**src/controller_packet_receiver_assert.svh**
```systemverilog
// assertion macros for the controller packet receiver
`ifndef CONTROLLER_PACKET_RECEIVER_ASSERT_SVH
`define CONTROLLER_PACKET_RECEIVER_ASSERT_SVH

// same-cycle implication, checked out of reset
`define CPR_ASSERT_NOW(label, clk, rst_n, ante, cons, msg) \
    label: assert property (@(posedge clk) disable iff (!(rst_n)) (ante) |-> (cons)) \
        else $error(msg);

// next-cycle implication, checked out of reset
`define CPR_ASSERT_NEXT(label, clk, rst_n, ante, cons, msg) \
    label: assert property (@(posedge clk) disable iff (!(rst_n)) (ante) |=> (cons)) \
        else $error(msg);

`endif

```
**src/cpr_pkg.sv**
```systemverilog
// types and constants of the controller packet receiver
`timescale 1ns / 1ps

package cpr_pkg;

    localparam logic       OP_BYTE       = 1'b0;
    localparam logic       OP_TICK       = 1'b1;

    localparam logic [7:0] START_BYTE    = 8'h21;
    localparam logic [7:0] TYPE_BUTTON   = 8'h42;
    localparam logic [7:0] TYPE_COLOR    = 8'h43;
    localparam logic [7:0] DIGIT_ZERO    = 8'h30;
    localparam logic [4:0] LEN_BUTTON    = 5'd5;
    localparam logic [4:0] LEN_COLOR     = 5'd6;
    localparam logic [15:0] TIMEOUT_RESET = 16'd500;

    typedef enum logic [1:0] {
        KIND_NONE   = 2'd0,
        KIND_COLOR  = 2'd1,
        KIND_BUTTON = 2'd2
    } kind_t;

    typedef struct packed {
        logic       timed_out;
        logic [7:0] button_bits;
        logic [7:0] color_blue;
        logic [7:0] color_green;
        logic [7:0] color_red;
        kind_t      packet_kind;
        logic       packet_done;
    } result_t;

endpackage

```
**src/cpr_core.sv**
```systemverilog
// packet state and per-item update logic
`timescale 1ns / 1ps

module cpr_core
    import cpr_pkg::*;
#(
    parameter int BUFFER_DEPTH = 20
) (
    input  logic        aclk,
    input  logic        aresetn,
    input  logic        cfg_we,
    input  logic [15:0] cfg_wdata,
    input  logic        step_en,
    input  logic        op,
    input  logic [7:0]  rx_byte,
    output result_t     result
);

    localparam logic [4:0] DEPTH_C = 5'(BUFFER_DEPTH);

    logic [15:0] timeout_reg;
    logic [4:0]  count_reg, count_next;
    logic [15:0] idle_reg, idle_next;
    logic [7:0]  red_reg, red_next;
    logic [7:0]  green_reg, green_next;
    logic [7:0]  blue_reg, blue_next;
    logic [7:0]  button_reg, button_next;
    logic [7:0]  packet_bytes_reg [4];

    logic [4:0]  pos;
    logic [4:0]  count_inc;
    logic [15:0] idle_inc;
    logic [7:0]  btn_num;
    logic        btn_ok;
    logic [2:0]  btn_idx;
    logic [7:0]  btn_mask;
    logic        pb_we;
    logic [1:0]  pb_idx;

    // start byte restarts the packet at position zero
    assign pos       = (rx_byte == START_BYTE) ? 5'd0 : count_reg;
    assign count_inc = pos + 5'd1;
    assign pb_idx    = 2'(pos - 5'd1);
    assign idle_inc  = (idle_reg != 16'hFFFF) ? idle_reg + 16'd1 : idle_reg;
    assign btn_num   = packet_bytes_reg[1] - DIGIT_ZERO;
    assign btn_ok    = (btn_num >= 8'd1) && (btn_num <= 8'd8);
    assign btn_idx   = 3'(btn_num - 8'd1);
    assign btn_mask  = 8'(1) << btn_idx;

    always_comb begin
        count_next  = count_reg;
        idle_next   = idle_reg;
        red_next    = red_reg;
        green_next  = green_reg;
        blue_next   = blue_reg;
        button_next = button_reg;
        pb_we       = 1'b0;
        result.packet_done = 1'b0;
        result.packet_kind = KIND_NONE;
        result.timed_out   = 1'b0;
        if (step_en) begin
            if (op == OP_TICK) begin
                idle_next = idle_inc;
                if ((idle_inc > timeout_reg) && (count_reg != 5'd0)) begin
                    count_next       = 5'd0;
                    result.timed_out = 1'b1;
                end
            end else begin
                idle_next = 16'd0;
                if (count_reg >= DEPTH_C) begin
                    count_next = 5'd0;
                end else begin
                    pb_we      = (pos >= 5'd1) && (pos <= 5'd4);
                    count_next = count_inc;
                    // completion lengths only occur after position 1 was written
                    if ((packet_bytes_reg[0] == TYPE_BUTTON) && (count_inc == LEN_BUTTON)) begin
                        result.packet_done = 1'b1;
                        result.packet_kind = KIND_BUTTON;
                        count_next         = 5'd0;
                        if (btn_ok) begin
                            if (packet_bytes_reg[2] != DIGIT_ZERO) begin
                                button_next = button_reg | btn_mask;
                            end else begin
                                button_next = button_reg & ~btn_mask;
                            end
                        end
                    end else if ((packet_bytes_reg[0] == TYPE_COLOR)
                                 && (count_inc == LEN_COLOR)) begin
                        result.packet_done = 1'b1;
                        result.packet_kind = KIND_COLOR;
                        count_next         = 5'd0;
                        red_next           = packet_bytes_reg[1];
                        green_next         = packet_bytes_reg[2];
                        blue_next          = packet_bytes_reg[3];
                    end
                end
            end
        end
        result.color_red   = red_next;
        result.color_green = green_next;
        result.color_blue  = blue_next;
        result.button_bits = button_next;
    end

    always_ff @(posedge aclk) begin
        if (!aresetn) begin
            timeout_reg <= TIMEOUT_RESET;
            count_reg   <= 5'd0;
            idle_reg    <= 16'd0;
            red_reg     <= 8'd0;
            green_reg   <= 8'd0;
            blue_reg    <= 8'd0;
            button_reg  <= 8'd0;
        end else begin
            if (cfg_we) begin
                timeout_reg <= cfg_wdata;
            end
            count_reg  <= count_next;
            idle_reg   <= idle_next;
            red_reg    <= red_next;
            green_reg  <= green_next;
            blue_reg   <= blue_next;
            button_reg <= button_next;
        end
    end

    always_ff @(posedge aclk) begin
        if (pb_we) begin
            packet_bytes_reg[pb_idx] <= rx_byte;
        end
    end

endmodule

```
**src/controller_packet_receiver.sv**
```systemverilog
// flow: an accepted request is held in the input register, then moves to the result
// register when it advances, and its result is taken from the result register
// throughput: one request per cycle while m_axis_tready is high; a stalled result
// holds one more request in the input register, then s_axis_tready drops
// reset: synchronous active-low aresetn clears both stage valids, the packet
// state and the held colors and buttons, and sets the timeout to 500
`timescale 1ns / 1ps

`include "controller_packet_receiver_assert.svh"

module controller_packet_receiver
    import cpr_pkg::*;
#(
    parameter int BUFFER_DEPTH = 20
) (
    input  logic        aclk,
    input  logic        aresetn,
    input  logic        cfg_we,
    input  logic [15:0] cfg_wdata,
    input  logic        s_axis_tvalid,
    output logic        s_axis_tready,
    input  logic [7:0]  s_axis_tdata,   // [7:0] rx_byte
    input  logic        s_axis_tuser,   // [0] op
    output logic        m_axis_tvalid,
    input  logic        m_axis_tready,
    // [7:0] color_red, [15:8] color_green, [23:16] color_blue, [31:24] button_bits
    output logic [31:0] m_axis_tdata,
    // [0] packet_done, [2:1] packet_kind, [3] timed_out
    output logic [3:0]  m_axis_tuser
);

    logic       in_valid_reg;
    logic       in_op_reg;
    logic [7:0] in_byte_reg;
    logic       out_valid_reg;
    result_t    out_reg;
    result_t    result;
    logic       advance;

    assign advance       = in_valid_reg && (!out_valid_reg || m_axis_tready);
    assign s_axis_tready = !in_valid_reg || advance;

    cpr_core #(
        .BUFFER_DEPTH(BUFFER_DEPTH)
    ) u_core (
        .aclk     (aclk),
        .aresetn  (aresetn),
        .cfg_we   (cfg_we),
        .cfg_wdata(cfg_wdata),
        .step_en  (advance),
        .op       (in_op_reg),
        .rx_byte  (in_byte_reg),
        .result   (result)
    );

    always_ff @(posedge aclk) begin
        if (!aresetn) begin
            in_valid_reg  <= 1'b0;
            out_valid_reg <= 1'b0;
        end else begin
            if (s_axis_tready) begin
                in_valid_reg <= s_axis_tvalid;
            end
            if (advance) begin
                out_valid_reg <= 1'b1;
            end else if (m_axis_tready) begin
                out_valid_reg <= 1'b0;
            end
        end
    end

    always_ff @(posedge aclk) begin
        if (s_axis_tready && s_axis_tvalid) begin
            in_op_reg   <= s_axis_tuser;
            in_byte_reg <= s_axis_tdata;
        end
        if (advance) begin
            out_reg <= result;
        end
    end

    assign m_axis_tvalid = out_valid_reg;
    assign m_axis_tdata  = {out_reg.button_bits, out_reg.color_blue,
                            out_reg.color_green, out_reg.color_red};
    assign m_axis_tuser  = {out_reg.timed_out, out_reg.packet_kind, out_reg.packet_done};

    `CPR_ASSERT_NOW(a_kind_matches_done, aclk, aresetn, m_axis_tvalid,
        out_reg.packet_done == (out_reg.packet_kind != KIND_NONE),
        "packet kind disagrees with packet done")
    `CPR_ASSERT_NOW(a_timeout_not_done, aclk, aresetn, m_axis_tvalid && out_reg.timed_out,
        !out_reg.packet_done, "timeout reported together with a completed packet")
    `CPR_ASSERT_NEXT(a_advance_fills_output, aclk, aresetn, advance,
        out_valid_reg, "result register not loaded after a request advanced")
    `CPR_ASSERT_NOW(a_tick_never_done, aclk, aresetn, advance && (in_op_reg == OP_TICK),
        !result.packet_done, "tick request completed a packet")

endmodule
```
**config.mk**
```make
export PLATFORM = sky130hd
export DESIGN_NAME = controller_packet_receiver
export DESIGN_NICKNAME = d
export VERILOG_FILES = /design/src/cpr_pkg.sv /design/src/cpr_core.sv /design/src/controller_packet_receiver.sv
export VERILOG_INCLUDE_DIRS = /design/src /design/src/src
export SDC_FILE = /design/constraint.sdc
export NUM_CORES = 1
export LEC_CHECK = 0
export ABC_AREA = 1
export BUFFER_PORTS_ARGS = -buffer_cell sky130_fd_sc_hd__buf_2
export CAP_MARGIN = 40
export CORE_MARGIN = 5
export CORE_UTILIZATION = 35
export DETAILED_ROUTE_END_ITERATION = 12
export SYNTH_ARGS = -nofsm -noshare
export SYNTH_HDL_FRONTEND = slang
export SYNTH_SLANG_ARGS = --single-unit
```
**constraint.sdc**
```tcl
create_clock -name aclk -period 3.6 [get_ports aclk]
set_input_delay 0.36 -clock aclk [delete_from_list [all_inputs] [get_ports aclk]]
set_output_delay 0.36 -clock aclk [all_outputs]
set_load 0.02 [all_outputs]
```
After elaboration in Yosys (flattened, before gate mapping) --
Memories as Yosys holds them, arrays and structs flattened. Index checks and enable logic that the tools add are counted.
Storage, ports and cells: register bits after elaboration 116, RAM bits 32, output and inout port bits 38, logic and storage cells 98, memories 1
Memory list:
- u_core.packet_bytes_reg | depth 4, bits a word 8, read ports 4, clocked after Yosys merged registers in 0, wr ports 1, RTL line cpr_core.sv:28 | logic [7:0] packet_bytes_reg [4];
Cells by class: add/sub/neg operators 5, magnitude comparators 6, equal/unequal tests 8, shift operators 1, mux-type cells 39, bitwise operators 3, reductions and logical operators 16
Operators with widths (count):
- 2-to-1 mux 8 bit | 21
- 2-to-1 mux 16 bit | 2
- 2-to-1 mux 5 bit | 6
- adder 16 x 1 -> 16 bit (second input constant) | 1
- equality test 8 x 7 -> 1 bit (second input constant) | 2
- > comparator 16 bit | 1
- != test 16 bit (second input constant) | 1
- equality test 5 x 3 -> 1 bit (second input constant) | 2
- AND 8 bit | 1
- equality test 8 x 6 -> 1 bit (second input constant) | 1
- greater-or-equal comparator 8 x 1 -> 1 bit (second input constant) | 1
- less-or-equal comparator 8 x 4 -> 1 bit (second input constant) | 1
- 2-to-1 mux 1 bit | 8
- != test 8 x 6 -> 1 bit (second input constant) | 1
- inverter 8 bit | 1
- OR 8 bit | 1
- left shift 1 x 3 -> 8 bit (first input constant) | 1
- subtractor 8 x 6 -> 8 bit (second input constant) | 1
- logical AND 1 bit | 7
- adder 5 x 1 -> 5 bit (second input constant) | 1
- greater-or-equal comparator 5 x 1 -> 1 bit (second input constant) | 1
- greater-or-equal comparator 5 bit (second input constant) | 1
- less-or-equal comparator 5 x 3 -> 1 bit (second input constant) | 1
- nonzero test 5 bit | 1
- other kinds (11) | 13

Logic depth before layout (Yosys ltp) --
An unclocked memory read counts as a cell.
depth after elaboration 12, gate-level depth with buffers 23, gate-level depth less buffers 23

Hierarchy --
A second synthesis with hierarchy kept.
Second synthesis, totals: cells, all modules 748, area, all modules 6556.3 um^2
By module, submodules not included:
- cpr_core | instances 1, cells an instance 690, area each 5109.9 um^2
- controller_packet_receiver | instances 1, cells an instance 58, area each 1446.4 um^2

Worst setup path after synthesis --
No wires, ideal clock.
kind register to register, start point register u_core.idle_reg[0], end point register u_core.count_reg[4], setup time 0.134 ns, data arrival time 2.760 ns, data required time 3.466 ns, slack 0.707 ns, stages on the path, launching flop included 24, buffers on the path 0, period minus slack after synthesis 2.893 ns, cell sequence dfxtp_1 -> ha_1 -> nand2_1 -> nor3_2 -> nand3_1 -> nor2_1 -> nand2_1 -> nand3_1 -> nor2_1 -> nand2_1 -> nand2_1 -> and2_1 -> ha_1 -> nand2_1 -> nor2_1 -> nand2_1 -> inv_1 -> nand2_1 -> nand2_1 -> nand2_1 -> a21oi_1 -> o21ai_0 -> o21ai_0 -> nor2_1
Between the ends: cells in the longest elaborated chain, start to end 6, elaborated cells on any way between the ends 7
Ends and longest elaborated chain:
- start, declared | RTL line cpr_core.sv:23 | logic [15:0] idle_reg, idle_next;
- start signal, assigned | RTL line cpr_core.sv:119 | idle_reg <= idle_next;
- adder 16 x 1 -> 16 bit or != test 16 bit (tied branches) | RTL line cpr_core.sv:44 | assign idle_inc = (idle_reg != 16'hFFFF) ? idle_reg + 16'd1 : idle_reg;
- 2-to-1 mux 16 bit * | RTL line cpr_core.sv:44
- > comparator 16 bit * | RTL line cpr_core.sv:64 | if ((idle_inc > timeout_reg) && (count_reg != 5'd0)) begin
- logical AND 1 bit * | RTL line cpr_core.sv:64
- != test 2 x 1 -> 1 bit (no source line) *
- AND reduction 2 bit (no source line) *
- end signal, assigned | RTL line cpr_core.sv:118 | count_reg <= count_next;
- end, declared | RTL line cpr_core.sv:22 | logic [4:0] count_reg, count_next;
Every way passes the cells marked *; elsewhere a longest branch is shown, timed or not. A chain may end at the register's enable or synchronous reset.

Worst setup path after layout --
start point register u_core.idle_reg[1], end point register u_core.count_reg[4]
The elaborated chain is that of the path after synthesis.

==> flow_summary.yaml <==
status:
  run_status: "finished, final reports clean"
min_path:
  holdPathEnd: "in_byte_reg[3]"
  hold_path.class: "input port to flop"
  timing.hold.worst_path_depth: 1
  hold_path.startpoint: "s_axis_tdata[3]"
cts:
  clk_latency_ps: 420
  path_clk_slew_ps: 60
  cts.sinks: 148
  htreeDepth: 4
  cts_made_buffers: 17
  cell_chosen_for_the_clock_root: "clkbuf_16"
  cts_max_path_buffers: 2
  tritoncts: "yes"
die:
  die_area_um2: 22000
  floorplan.rows: 50
  initial_utilization_pct: 35.6
  core_area_um2: 18800
  pin_count: 68
  die_width_um: 148
  chipHeight_um: 148
power:
  power.ir.vdd_worst_mv: 0.319
  p_total_mw: 3.64
  static-leakage-power_nw: 3.47
  power_density_nw_per_um2: 464
sta:
  timing.clock.skew_ps: 8.31
  slew-limit-headroom_pct: 56.0
  min_period_ps: 3120
  worst_slew_pin_slew_ps: 658
  grt_setup_unrepaired: "no"
  achievable-frequency_mhz: 320
  final_hold_viol_count: 0
  setup_tns_ps: 0
  timing.final.setup_violations: 0
  timing.final.crit_share_pct: 86.8
  report.final.slew_viol_count: 0
  worst_hold_slack_ps: 115
grt:
  grt.total_usage_pct: 12.7
  antenna_found_initial: 1
  grt_pass1_vias: 4585
  grt_first_pass_wirelength_um: 22200
  grt-ovfl-total: 0
  grt_start_max_net_pins: 41
placement:
  placement.io_buffers: 67
  gpl.final_weighted_congestion: 0.842
  hpwlAfterDp_um: 9370
drt:
  firstDrtPassIters: 4
  antenna_violating_nets_post_route: 0
  drc_errors_left: 0
  drt_wl_total_um: 13200
  wl_per_cell_um: 12.7
  dr.first_iter.drc_count: 243
  via_count: 4688
  drt-vias-per-instance: 4.49
setup_path:
  worst_r2r_startpoint: "u_core.idle_reg[1]"
  critPathCaptureType: "flop"
  regToRegSetupSlack_ps: 480
  critPathLaunchType: "flop"
  ff2ff_path_depth: 23
  cp.required_ps: 3890
  worstSetupStartpoint: "u_core.idle_reg[1]"
  timing.setup.critical_path_class: "flop to flop"
  r2r-end: "u_core.count_reg[4]"
  worst-path-max-fanout: 8
  timing.critical_path.arrival_ps: 3410
finish:
  final_common_cell: "nand2_1"
  nets: 848
  fillCellCount: 1889
  area_overhead_vs_synth_pct: 17.5
  antenna-diode-count: 0
  multi_input_area_um2: 2370
  ff_latch_area_um2: 3730
  drive_gt1_share_pct: 24.2
  mostFrequentLayoutCells: "119 x nand2_1, 114 x inv_1, 77 x edfxtp_1, 71 x dfxtp_1, 67 x buf_2"
yosys:
  yosys.cell_types.count: 37
  synthesis.area_per_instance_um2: 9.30
  postSynthRegisterBits: 148
  sequential_share_of_the_synthesized_area_pct: 55.9
  yosys_warnings: 0
  syn_inst: 719
  synth.net_count: 771
  area_of_the_mapped_netlist_um2: 6680
flow_run:
  drv_cap: 0
[final cells by class]
cell class                      instances  area share, %
Timing Repair Buffer                   75           5.19
Inverter                              132           6.32
Multi-Input combinational cell        422           30.2
Clock inverter                         12           1.19
Sequential cell                       148           47.5
Clock buffer                           20           5.83
Tap cell                              234           3.73
[metal layers]
| layer | share of wire [%] | GRT usage (%) |
|---|---|---|
| met5 | 0.083 | 0 |
| met4 | 1.2 | 4.43 |
| met3 | 4.2 | 3.75 |
| met2 | 47 | 21.4 |
| met1 | 47 | 15.6 |
[worst max-delay path by stage]
stage,endpoint,slack (ps),cells past startpoint
3_3_place_gp,u_core.count_reg[0],400,23
4_1_cts,u_core.count_reg[4],210,23
6_report,u_core.count_reg[4],480,23
3_5_place_dp,u_core.count_reg[4],260,23
5_1_grt,u_core.count_reg[4],70,23
2_1_floorplan,u_core.count_reg[4],710,23
[synth_stat cells]
master / instances / area share, %
nand3_1: 14 / 1.0
clkbuf_1: 13 / 0.73
and2_1: 1 / 0.094
o2111ai_1: 1 / 0.13
nor2_2: 22 / 2.1
o21ai_0: 25 / 1.9
a2111o_1: 1 / 0.17
o21ai_1: 4 / 0.30
nand4_4: 1 / 0.32
and3_1: 1 / 0.094
a21o_1: 2 / 0.22
nand2_2: 22 / 2.1
inv_2: 16 / 0.90
o21ai_2: 22 / 2.9
nand4_1: 21 / 2.0
o21a_1: 3 / 0.34
xnor2_1: 2 / 0.26
clkinv_1: 1 / 0.056
nor3_2: 1 / 0.15
edfxtp_1: 77 / 35
nand2_4: 1 / 0.17
xor2_1: 7 / 0.92
clkinv_2: 1 / 0.075
nand3b_1: 2 / 0.22
nor4_1: 7 / 0.66
nor3_1: 13 / 0.97
a211oi_1: 1 / 0.11
inv_1: 114 / 6.4
nor2_8: 1 / 0.30
a21oi_1: 48 / 3.6
nand2_1: 119 / 6.7
dfxtp_1: 71 / 21
o211ai_1: 2 / 0.22
nor2_1: 54 / 3.0
nor2_4: 2 / 0.34
buf_6: 4 / 0.67
ha_1: 22 / 4.1
[kinds of logic after synthesis]
group                    synth area share, %
XOR/XNOR                                1.18
AO/OA/AOI/OAI                           9.85
adder cells (fa/ha/maj)                 4.12
AND/OR/NAND/NOR                         20.2
flip-flops                              55.9
buffers and inverters                   8.84
[stage by stage]
step | setup slack, ps | utilization, % | instances | cell area, um2
finish | 477 | 41.8 | 1043 | 7850
global placement | 405 | 38.8 | 1011 | 7290
global route | 71.1 | 41.8 | 1043 | 7850
detailed placement | 260 | 38.8 | 1011 | 7290
CTS | 213 | 41.8 | 1043 | 7840
floorplan | 707 | - | 719 | 6680
[critical path, stage by stage (launching register included)]
cell and delay (ps):
dfxtp_1 380, ha_1 230, nand2_1 100, nor3_2 230
nand3_1 90, nor2_1 170, nand2_1 130, nand3_1 110
nor2_1 60, nand2_1 60, nand2_1 50, and2_1 140
ha_1 270, nand2_1 60, nor2_1 100, nand2_1 70
inv_1 60, nand2_1 40, nand2_1 50, nand2_1 90
a21oi_4 230, o21ai_0 130, o21ai_0 90, nor2_1 50
[timing repair]
item                       4_1_cts  5_1_grt
resized for setup                0        2
setup endpoints to repair        0        5
buffers inserted                 0        0
hold buffers                     0        0
[power breakdown]
part	total, mW	leakage, nW	internal, mW	switching [mW]
combinational	0.166	1.90	0.0507	0.115
clock	1.65	0.269	0.933	0.712
sequential	1.83	1.30	1.81	0.0202
total	3.64	3.47	2.79	0.847
Power figures use the tool's default switching activity.
